$ cat src/rtl/swmra_pkg.sv
// Shared types and constants for the sliding-window least-rotation anchor block.
// No dependencies.
package swmra_pkg;

  localparam int unsigned SYM_W    = 8;
  localparam int unsigned WLEN_W   = 7;
  localparam int unsigned TAIL_W   = 6;
  localparam int unsigned OFF_W    = 6;
  localparam int unsigned ANCHOR_W = 32;
  localparam int unsigned CFG_W    = 7;
  localparam int unsigned CFG_IDX_W = 2;

  localparam logic [WLEN_W-1:0] WLEN_RESET = 7'd16;

  typedef enum logic [CFG_IDX_W-1:0] {
    REG_WINDOW_LENGTH = 2'd0,
    REG_REDUCE_ENABLE = 2'd1,
    REG_REDUCED_TAIL  = 2'd2
  } cfg_reg_e;

  typedef struct packed {
    logic              start;
    logic              reduce;
    logic [TAIL_W-1:0] tail;
  } scan_ctrl_t;

  typedef struct packed {
    logic busy;
    logic done;
  } scan_stat_t;

endpackage

$ cat src/rtl/swmra_ram.sv
// Generic single-write, single-read RAM with registered read data.
// No dependencies.
module swmra_ram #(
  parameter int unsigned WIDTH = 8,
  parameter int unsigned DEPTH = 64,
  localparam int unsigned AW = (DEPTH > 1) ? $clog2(DEPTH) : 1
) (
  input  logic             clk_i,
  input  logic             we_i,
  input  logic [AW-1:0]    waddr_i,
  input  logic [WIDTH-1:0] wdata_i,
  input  logic [AW-1:0]    raddr_i,
  output logic [WIDTH-1:0] rdata_o
);

  logic [WIDTH-1:0] mem_q [DEPTH];
  logic [WIDTH-1:0] rdata_q;

  always_ff @(posedge clk_i) begin
    if (we_i) begin
      mem_q[waddr_i] <= wdata_i;
    end
    rdata_q <= mem_q[raddr_i];
  end

  assign rdata_o = rdata_q;

endmodule

$ cat src/rtl/swmra_ftab.sv
// Failure table: RAM plus per-entry valid flops; an invalid entry reads as all ones.
// Depends on swmra_ram.
module swmra_ftab #(
  parameter int unsigned DEPTH = 128,
  parameter int unsigned WIDTH = 8,
  localparam int unsigned AW = (DEPTH > 1) ? $clog2(DEPTH) : 1
) (
  input  logic             clk_i,
  input  logic             rst_ni,
  input  logic             clr_i,
  input  logic             we_i,
  input  logic [AW-1:0]    waddr_i,
  input  logic [WIDTH-1:0] wdata_i,
  input  logic [AW-1:0]    raddr_i,
  output logic [WIDTH-1:0] rdata_o
);

  logic [DEPTH-1:0] valid_q;
  logic             valid_rd_q;
  logic [WIDTH-1:0] ram_rdata;

  swmra_ram #(
    .WIDTH(WIDTH),
    .DEPTH(DEPTH)
  ) u_ram (
    .clk_i  (clk_i),
    .we_i   (we_i),
    .waddr_i(waddr_i),
    .wdata_i(wdata_i),
    .raddr_i(raddr_i),
    .rdata_o(ram_rdata)
  );

  always_ff @(posedge clk_i or negedge rst_ni) begin
    if (!rst_ni) begin
      valid_q    <= '0;
      valid_rd_q <= 1'b0;
    end else begin
      if (clr_i) begin
        valid_q <= '0;
      end else if (we_i) begin
        valid_q[waddr_i] <= 1'b1;
      end
      // addresses past the table read as invalid
      valid_rd_q <= (32'(raddr_i) < DEPTH) ? valid_q[raddr_i] : 1'b0;
    end
  end

  assign rdata_o = valid_rd_q ? ram_rdata : '1;

endmodule

$ cat src/rtl/swmra_ridx.sv
// Ring index unit: maps a window offset t (below twice the window length) to a ring address.
// No dependencies.
module swmra_ridx #(
  parameter int unsigned MAX_WINDOW = 64,
  localparam int unsigned NW  = $clog2(MAX_WINDOW + 1),
  localparam int unsigned JW  = $clog2(2 * MAX_WINDOW + 1),
  localparam int unsigned RAW = (MAX_WINDOW > 1) ? $clog2(MAX_WINDOW) : 1
) (
  input  logic [JW-1:0]  t_i,
  input  logic [NW-1:0]  n_i,
  input  logic [RAW-1:0] head_i,
  output logic [RAW-1:0] addr_o
);

  localparam int unsigned SW = $clog2(2 * MAX_WINDOW + 1) + 1;

  logic [JW-1:0] t_mod;
  logic [SW-1:0] sum;

  always_comb begin
    t_mod = (t_i >= JW'(n_i)) ? (t_i - JW'(n_i)) : t_i;
    // head - n + (t mod n), kept non-negative by adding the ring depth
    sum = SW'(head_i) + SW'(t_mod) + SW'(MAX_WINDOW) - SW'(n_i);
    if (sum >= SW'(MAX_WINDOW)) begin
      sum = sum - SW'(MAX_WINDOW);
    end
    addr_o = RAW'(sum);
  end

endmodule

$ cat src/rtl/swmra_scan.sv
// Booth least-rotation scan sequencer over the window ring and failure table.
// Depends on swmra_pkg, swmra_ftab, swmra_ridx.
module swmra_scan #(
  parameter int unsigned MAX_WINDOW = 64,
  localparam int unsigned NW  = $clog2(MAX_WINDOW + 1),
  localparam int unsigned JW  = $clog2(2 * MAX_WINDOW + 1),
  localparam int unsigned RAW = (MAX_WINDOW > 1) ? $clog2(MAX_WINDOW) : 1
) (
  input  logic                   clk_i,
  input  logic                   rst_ni,
  input  swmra_pkg::scan_ctrl_t  ctrl_i,
  input  logic [NW-1:0]          n_i,
  input  logic [RAW-1:0]         head_i,
  output logic [RAW-1:0]         ring_raddr_o,
  input  logic [swmra_pkg::SYM_W-1:0] ring_rdata_i,
  input  logic                   res_take_i,
  output swmra_pkg::scan_stat_t  stat_o,
  output logic [JW-1:0]          k_o
);
  import swmra_pkg::*;

  localparam int unsigned FT_DEPTH = 2 * MAX_WINDOW;
  localparam int unsigned FAW = $clog2(FT_DEPTH);
  localparam int unsigned FW  = $clog2(FT_DEPTH) + 1;
  localparam int unsigned CW  = ((JW > TAIL_W) ? JW : TAIL_W) + 2;

  typedef enum logic [3:0] {
    ST_IDLE,
    ST_RD_SJ,
    ST_GET_SJ,
    ST_CHK,
    ST_CMP,
    ST_NEXT,
    ST_TAIL,
    ST_WR,
    ST_DONE
  } state_e;

  state_e           state_q;
  logic [JW-1:0]    j_q;
  logic [JW-1:0]    k_q;
  logic [FW-1:0]    i_q;
  logic [FW-1:0]    wval_q;
  logic [SYM_W-1:0] sj_q;

  logic             i_none;
  logic [JW-1:0]    t_sel;
  logic [JW-1:0]    jm;
  logic [JW-1:0]    nd;
  logic             ok_cmp;
  logic             ok_tail;
  logic [FAW-1:0]   ft_raddr;
  logic [FAW-1:0]   ft_waddr;
  logic [FW-1:0]    ft_rdata;
  logic             ft_we;
  logic             ft_clr;

  always_comb begin
    i_none   = &i_q;
    jm       = j_q - JW'(i_q[FAW-1:0]) - JW'(1);
    nd       = JW'({n_i, 1'b0});
    ok_cmp   = !ctrl_i.reduce || ((CW'(jm) + CW'(ctrl_i.tail)) < CW'(n_i));
    ok_tail  = !ctrl_i.reduce || ((CW'(j_q) + CW'(ctrl_i.tail)) < CW'(n_i));
    if (state_q == ST_RD_SJ) begin
      t_sel    = j_q;
      ft_raddr = FAW'(j_q - k_q - JW'(1));
    end else begin
      t_sel    = i_none ? k_q : (k_q + JW'(i_q[FAW-1:0]) + JW'(1));
      ft_raddr = i_q[FAW-1:0];
    end
    ft_waddr = FAW'(j_q - k_q);
    ft_we    = (state_q == ST_WR);
    ft_clr   = (state_q == ST_IDLE) && ctrl_i.start;
  end

  swmra_ridx #(
    .MAX_WINDOW(MAX_WINDOW)
  ) u_ridx (
    .t_i   (t_sel),
    .n_i   (n_i),
    .head_i(head_i),
    .addr_o(ring_raddr_o)
  );

  swmra_ftab #(
    .DEPTH(FT_DEPTH),
    .WIDTH(FW)
  ) u_ftab (
    .clk_i  (clk_i),
    .rst_ni (rst_ni),
    .clr_i  (ft_clr),
    .we_i   (ft_we),
    .waddr_i(ft_waddr),
    .wdata_i(wval_q),
    .raddr_i(ft_raddr),
    .rdata_o(ft_rdata)
  );

  always_ff @(posedge clk_i or negedge rst_ni) begin
    if (!rst_ni) begin
      state_q <= ST_IDLE;
      j_q     <= '0;
      k_q     <= '0;
      i_q     <= '1;
      wval_q  <= '1;
      sj_q    <= '0;
    end else begin
      unique case (state_q)
        ST_IDLE: begin
          if (ctrl_i.start) begin
            j_q     <= JW'(1);
            k_q     <= '0;
            state_q <= ST_RD_SJ;
          end
        end
        ST_RD_SJ: begin
          state_q <= ST_GET_SJ;
        end
        ST_GET_SJ: begin
          sj_q    <= ring_rdata_i;
          i_q     <= ft_rdata;
          state_q <= ST_CHK;
        end
        ST_CHK: begin
          state_q <= i_none ? ST_TAIL : ST_CMP;
        end
        ST_CMP: begin
          if (sj_q != ring_rdata_i) begin
            if ((sj_q < ring_rdata_i) && ok_cmp) begin
              k_q <= jm;
            end
            state_q <= ST_NEXT;
          end else begin
            wval_q  <= i_q + FW'(1);
            state_q <= ST_WR;
          end
        end
        ST_NEXT: begin
          i_q     <= ft_rdata;
          state_q <= ST_CHK;
        end
        ST_TAIL: begin
          if (sj_q != ring_rdata_i) begin
            if ((sj_q < ring_rdata_i) && ok_tail) begin
              k_q <= j_q;
            end
            wval_q <= '1;
          end else begin
            wval_q <= '0;
          end
          state_q <= ST_WR;
        end
        ST_WR: begin
          j_q <= j_q + JW'(1);
          if ((j_q + JW'(1)) >= nd) begin
            state_q <= ST_DONE;
          end else begin
            state_q <= ST_RD_SJ;
          end
        end
        ST_DONE: begin
          if (res_take_i) begin
            state_q <= ST_IDLE;
          end
        end
        default: begin
          state_q <= ST_IDLE;
        end
      endcase
    end
  end

  assign stat_o.busy = (state_q != ST_IDLE);
  assign stat_o.done = (state_q == ST_DONE);
  assign k_o         = k_q;

endmodule

$ cat src/rtl/sliding_window_min_rotation_anchor.sv
// Sliding-window least-rotation anchor: top level with ring, counters and result register.
// Depends on swmra_pkg, swmra_ram, swmra_scan.
// A byte that completes a window starts a scan over the 2n-1 offsets of the doubled window (n the
//   window length), walking the failure chain; out_valid_o rises once the result register takes k.
//   Such a byte holds the input off until that take, which waits while the result register is
//   stalled; other bytes are taken every cycle. Reset clears counters and sets config to defaults.
module sliding_window_min_rotation_anchor #(
  parameter int unsigned MAX_WINDOW    = 64,
  parameter int unsigned POSITION_BITS = 32
) (
  input  logic                             clk_i,
  input  logic                             rst_ni,
  input  logic                             cfg_we_i,
  input  logic [swmra_pkg::CFG_IDX_W-1:0]  cfg_index_i,
  input  logic [swmra_pkg::CFG_W-1:0]      cfg_data_i,
  input  logic                             in_valid_i,
  output logic                             in_stall_o,
  input  logic [swmra_pkg::SYM_W-1:0]      symbol_i,
  output logic                             out_valid_o,
  input  logic                             out_stall_i,
  output logic [swmra_pkg::ANCHOR_W-1:0]   anchor_position_o,
  output logic [swmra_pkg::OFF_W-1:0]      rotation_offset_o
);
  import swmra_pkg::*;

  localparam int unsigned NW  = $clog2(MAX_WINDOW + 1);
  localparam int unsigned JW  = $clog2(2 * MAX_WINDOW + 1);
  localparam int unsigned RAW = (MAX_WINDOW > 1) ? $clog2(MAX_WINDOW) : 1;
  localparam int unsigned PW  = POSITION_BITS;

  logic [WLEN_W-1:0]   wlen_q;
  logic                reduce_q;
  logic [TAIL_W-1:0]   tail_q;
  logic [RAW-1:0]      head_q;
  logic [NW-1:0]       fill_q;
  logic [PW-1:0]       pos_q;
  logic                start_q;
  logic                out_valid_q;
  logic [PW-1:0]       base_q;
  logic [ANCHOR_W-1:0] anchor_q;
  logic [OFF_W-1:0]    offset_q;

  logic [NW-1:0]       n_eff;
  logic [NW-1:0]       fill_d;
  logic                accept;
  logic                take;
  logic [RAW-1:0]      ring_raddr;
  logic [SYM_W-1:0]    ring_rdata;
  logic [JW-1:0]       k;
  scan_ctrl_t          ctrl;
  scan_stat_t          stat;

  always_comb begin
    if (wlen_q == '0) begin
      n_eff = NW'(1);
    end else if (32'(wlen_q) > 32'(MAX_WINDOW)) begin
      n_eff = NW'(MAX_WINDOW);
    end else begin
      n_eff = NW'(wlen_q);
    end
    fill_d = (32'(fill_q) < 32'(MAX_WINDOW)) ? (fill_q + NW'(1)) : fill_q;
  end

  assign in_stall_o  = start_q | stat.busy;
  assign accept      = in_valid_i & ~in_stall_o;
  assign take        = stat.done & (~out_valid_q | ~out_stall_i);

  assign ctrl.start  = start_q;
  assign ctrl.reduce = reduce_q;
  assign ctrl.tail   = tail_q;

  swmra_ram #(
    .WIDTH(SYM_W),
    .DEPTH(MAX_WINDOW)
  ) u_ring (
    .clk_i  (clk_i),
    .we_i   (accept),
    .waddr_i(head_q),
    .wdata_i(symbol_i),
    .raddr_i(ring_raddr),
    .rdata_o(ring_rdata)
  );

  swmra_scan #(
    .MAX_WINDOW(MAX_WINDOW)
  ) u_scan (
    .clk_i       (clk_i),
    .rst_ni      (rst_ni),
    .ctrl_i      (ctrl),
    .n_i         (n_eff),
    .head_i      (head_q),
    .ring_raddr_o(ring_raddr),
    .ring_rdata_i(ring_rdata),
    .res_take_i  (take),
    .stat_o      (stat),
    .k_o         (k)
  );

  always_ff @(posedge clk_i or negedge rst_ni) begin
    if (!rst_ni) begin
      wlen_q      <= WLEN_RESET;
      reduce_q    <= 1'b0;
      tail_q      <= '0;
      head_q      <= '0;
      fill_q      <= '0;
      pos_q       <= '0;
      start_q     <= 1'b0;
      out_valid_q <= 1'b0;
    end else begin
      if (cfg_we_i) begin
        unique case (cfg_reg_e'(cfg_index_i))
          REG_WINDOW_LENGTH: wlen_q   <= cfg_data_i[WLEN_W-1:0];
          REG_REDUCE_ENABLE: reduce_q <= cfg_data_i[0];
          REG_REDUCED_TAIL:  tail_q   <= cfg_data_i[TAIL_W-1:0];
          default: begin
          end
        endcase
      end
      start_q <= accept && (fill_d >= n_eff);
      if (accept) begin
        head_q <= (32'(head_q) == MAX_WINDOW - 1) ? '0 : (head_q + RAW'(1));
        fill_q <= fill_d;
        pos_q  <= pos_q + PW'(1);
      end
      if (take) begin
        out_valid_q <= 1'b1;
      end else if (!out_stall_i) begin
        out_valid_q <= 1'b0;
      end
    end
  end

  // window start is sampled once the position has moved past the new byte
  always_ff @(posedge clk_i) begin
    if (start_q) begin
      base_q <= pos_q - PW'(n_eff);
    end
    if (take) begin
      anchor_q <= ANCHOR_W'(base_q + PW'(k));
      offset_q <= OFF_W'(k);
    end
  end

  assign out_valid_o       = out_valid_q;
  assign anchor_position_o = anchor_q;
  assign rotation_offset_o = offset_q;

endmodule
$ cat config.mk
export PLATFORM = sky130hd
export DESIGN_NAME = sliding_window_min_rotation_anchor
export DESIGN_NICKNAME = d
export VERILOG_FILES = /design/src/rtl/swmra_pkg.sv /design/src/rtl/swmra_ram.sv /design/src/rtl/swmra_ftab.sv /design/src/rtl/swmra_ridx.sv /design/src/rtl/swmra_scan.sv /design/src/rtl/sliding_window_min_rotation_anchor.sv
export SDC_FILE = /design/constraint.sdc
export NUM_CORES = 2
export LEC_CHECK = 0
export BUFFER_PORTS_ARGS = -buffer_cell sky130_fd_sc_hd__buf_4
export CORE_MARGIN = 1.5
export CORE_UTILIZATION = 50
export CTS_CLUSTER_DIAMETER = 80
export CTS_CLUSTER_SIZE = 24
export DETAILED_ROUTE_END_ITERATION = 16
export HOLD_SLACK_MARGIN = 0.15
export PLACE_DENSITY = 0.63
export SYNTH_ARGS = -nofsm -noshare
export SYNTH_HDL_FRONTEND = slang
export SYNTH_HIERARCHICAL = 1
export SYNTH_SLANG_ARGS = --single-unit
$ cat constraint.sdc
create_clock -name clk_i -period 18.6 [get_ports clk_i]
set_input_delay 2.79 -clock clk_i [delete_from_list [all_inputs] [get_ports clk_i]]
set_output_delay 2.79 -clock clk_i [all_outputs]
set_load 0.005 [all_outputs]
==> qor.txt <==
Die H = 396 µm
Hold Vio Cnt, Final = 0
vias = 39.4k
CP delay by family, top = adder cells
Setup-failing EPs final = 0
WL final = 174000 µm
HP Start = u_scan/u_ftab/valid_q[92]
CTS tree = done
DP HPWL = 106000 µm
drt wl/cell = 27.1 µm
placed cell areas = 0.0801 mm²
effective utilization at floorplan = 50.3%
vias in the first global route = 39.1k
first-pass GRT wire length = 260000 µm
Final Cell Area = 0.0833 mm²
DIE WIDTH = 396 µm
Clock Sinks = 1856
Root Driver = clkbuf_16
# hold bufs at CTS = 0
sequential area share after synthesis = 70.3%
CP startpoint = u_scan/state_q[0]
I/O Pins = 62
initial antenna violation count = 1
post-synthesis cell count = 4286
CP dominant cell by count = inv_1
area grow syn2layout = 7.67%
GR Overflow Total = 0
post-CTS sizing = 0
CP Buf/Inv Count = 4
crit share post-route = 44.1%
Reg2Reg Setup Slack = 10.40 ns
gpl congestion = 0.842
Worst EP required = 19.21 ns
Hold Path Class = flip-flop to flip-flop
setup TNS = 0 ns
final hold slack = 0.493 ns
Final Max Slew Viols = 0
Die ar. = 0.157 mm²
cell row count = 144
max incr delay on CP = 1.30 ns
Worst Path Arrival = 8.82 ns
RSZ-0062 raised after global routing = false
number of synthesized flops with an enable pin = 1606
syn avg cell area = 18.1 µm²
crit path max-delay cell type = fa_4
worst slew pin tran = 1.23 ns
Post-route DRC = 0
flops & latches, synth = 1856
CP Capture Type = flip-flop
worst-path cell chain = nand3_1, o211ai_1, o21ai_0, inv_1, ha_1, inv_1, fa_1, a21o_1, a21oi_2, a31oi_1, nor3_4, mux2_2, ha_1, inv_1, ha_4, fa_4, buf_4, mux4_2, mux2_2, a221oi_1, o2bb2ai_1
Reg-to-Reg Start = u_scan/state_q[0]
startpoint type of the worst setup path = flip-flop
Synth Cell Area = 0.0774 mm²
largest net degree at the start of global routing = 124
Slew HR = 17.7%
yosys warns = 6
CP Class = flip-flop to flip-flop
worst setup margin = 10.40 ns
Post-CTS Repair Setup Buffers = 0
Synth Net Count = 4422
port buffer count = 61
outcome = finished, final reports clean
Clk pin slew, worst setup/hold paths = 0.09 ns
maximum clock rate = 122 MHz
Place WS = 10.38 ns
ys async rst share = 12.6%
Antenna Nets Post-Route = 0
Worst Clk Skew = 0.0601 ns
First-pass DRT Iterations = 6
Core ar. = 0.154 mm²
CTS Buf Count = 98
Yosys cell types = 84
Iteration-0 DRC Markers = 4342
Worst Path Max Fanout = 58
H-tree Lvls = 3
drt via density = 6.14
Post-synth top flop = edfxtp_1
max-cap viol count = 0
GRT Util Overall = 22.2%
layout cells sized above 1 = 20.0%
Net count, final = 4434
Clock Path Buffers = 3
clock latency on the worst-skew pair = 0.76 ns
Tmin final = 8.20 ns
==> cell usage after synthesis, types with 8 or more instances <==
cell type	number	area share, %
edfxtp_1	1606	62
mux4_2	488	14
nor2_1	414	2.0
dfrtp_1	217	7.0
a21oi_1	185	1.2
nand2_1	140	0.68
clkbuf_1	106	0.51
ha_1	101	1.6
inv_1	93	0.45
xnor2_1	91	1.0
nand3_1	68	0.44
o21ai_0	67	0.43
xor2_1	58	0.66
nor3_1	55	0.36
mux2_2	44	0.64
mux2i_1	42	0.54
nor2b_1	39	0.32
nand2b_1	37	0.30
buf_2	36	0.23
buf_4	27	0.26
buf_1	26	0.13
and3_1	21	0.17
a21o_1	18	0.17
dfstp_2	17	0.58
nand4_1	17	0.14
dfxtp_1	16	0.41
nor4_1	15	0.12
o21a_1	15	0.15
a211oi_1	13	0.13
fa_1	13	0.34
buf_6	12	0.17
o22ai_1	12	0.097
a22oi_1	10	0.097
a31oi_1	10	0.081
nand3b_1	10	0.097
o31ai_1	10	0.097
o221ai_1	9	0.10
a221oi_1	8	0.091
==> through the flow <==
| stage | std cells | utilization [%] |
|---|---|---|
| floorplan | 4286 | - |
| global placement | 6242 | 52.1 |
| detailed placement | 6242 | 52.1 |
| CTS | 6407 | 54.1 |
| global route | 6407 | 54.1 |
| finish | 6408 | 54.1 |
==> final timing paths <==
kind	to	depth (start not counted)
max	u_ring/rdata_o[0]	21
min	u_scan/u_ftab/valid_q[92]	2
max reg2reg	u_ring/rdata_o[0]	21
min reg2reg	u_scan/u_ftab/valid_q[92]	2
max in group asynchronous	u_scan/u_ftab/valid_q[5]	2
min in group asynchronous	pos_q[18]	1
==> routing by layer <==
layer,vias to the layer above,part of all wire (%),track usage (%)
met5,-,0,0
met4,0,1.9,4.65
met3,193,6.2,3.16
met2,1225,48,34.8
met1,21000,44,33.4
li1,16900,-,-
==> cells in the final DEF, fill, tap and decap left out, drive strengths merged, types with 56 or more instances in the layout <==
master,instances
edfxtp,1606
mux4,495
nor2,416
dfrtp,217
a21oi,186
nand2,141
clkbuf,127
buf,121
inv,111
ha,101
xnor2,91
o21ai,71
nand3,69
xor2,58
nor3,56
==> worst reg2reg max path: cells and delay by family, from the launching register on <==
family | cells | cell delay, ns
AO/OA/AOI/OAI | 7 | 1.55
adder cells (fa/ha/maj) | 5 | 2.30
multiplexers | 3 | 1.29
buffers and inverters | 4 | 1.06
flip-flops | 1 | 0.71
AND/OR/NAND/NOR | 2 | 1.23
==> cells by family after synthesis <==
kind of cell               share of synthesized area [%]
xor gates and xnor gates                            1.69
muxes                                               15.7
and+or+nand+nor                                     5.27
adders and majority gates                           1.97
buffers and inverters                               1.82
AOI/OAI and AO/OA                                   3.25
DFF                                                 70.3
==> final cells by class <==
type | count | area, µm²
flip-flops and latches | 1856 | 54500
diodes | 1 | 2.50
clock buffers | 127 | 2710
clock inverters | 38 | 484
inverters | 95 | 357
well taps | 2044 | 2560
multi-input cells | 2126 | 21800
fillers | 12000 | 70600
repair buffers | 121 | 978
==> flip-flops by register name, indices dropped and copies added (netlist names), 6 cells and up <==
signal and count:
u_scan/j_q 8, u_scan/wval_q 8, u_ring/rdata_o 8, u_scan/k_o 8
wlen_q 7, u_scan/u_ftab/u_ram/mem_q 1024, u_scan/sj_q 8, u_scan/u_ftab/valid_q 128
u_ring/mem_q 512, head_q 6, u_scan/u_ftab/u_ram/rdata_o 8, base_q 32
anchor_position_o 32, pos_q 32, tail_q 6, fill_q 7
u_scan/i_q 8, rotation_offset_o 6
Power is not shown: default switching activity piles up to over one toggle a cycle in this logic, so the estimate is an artifact.
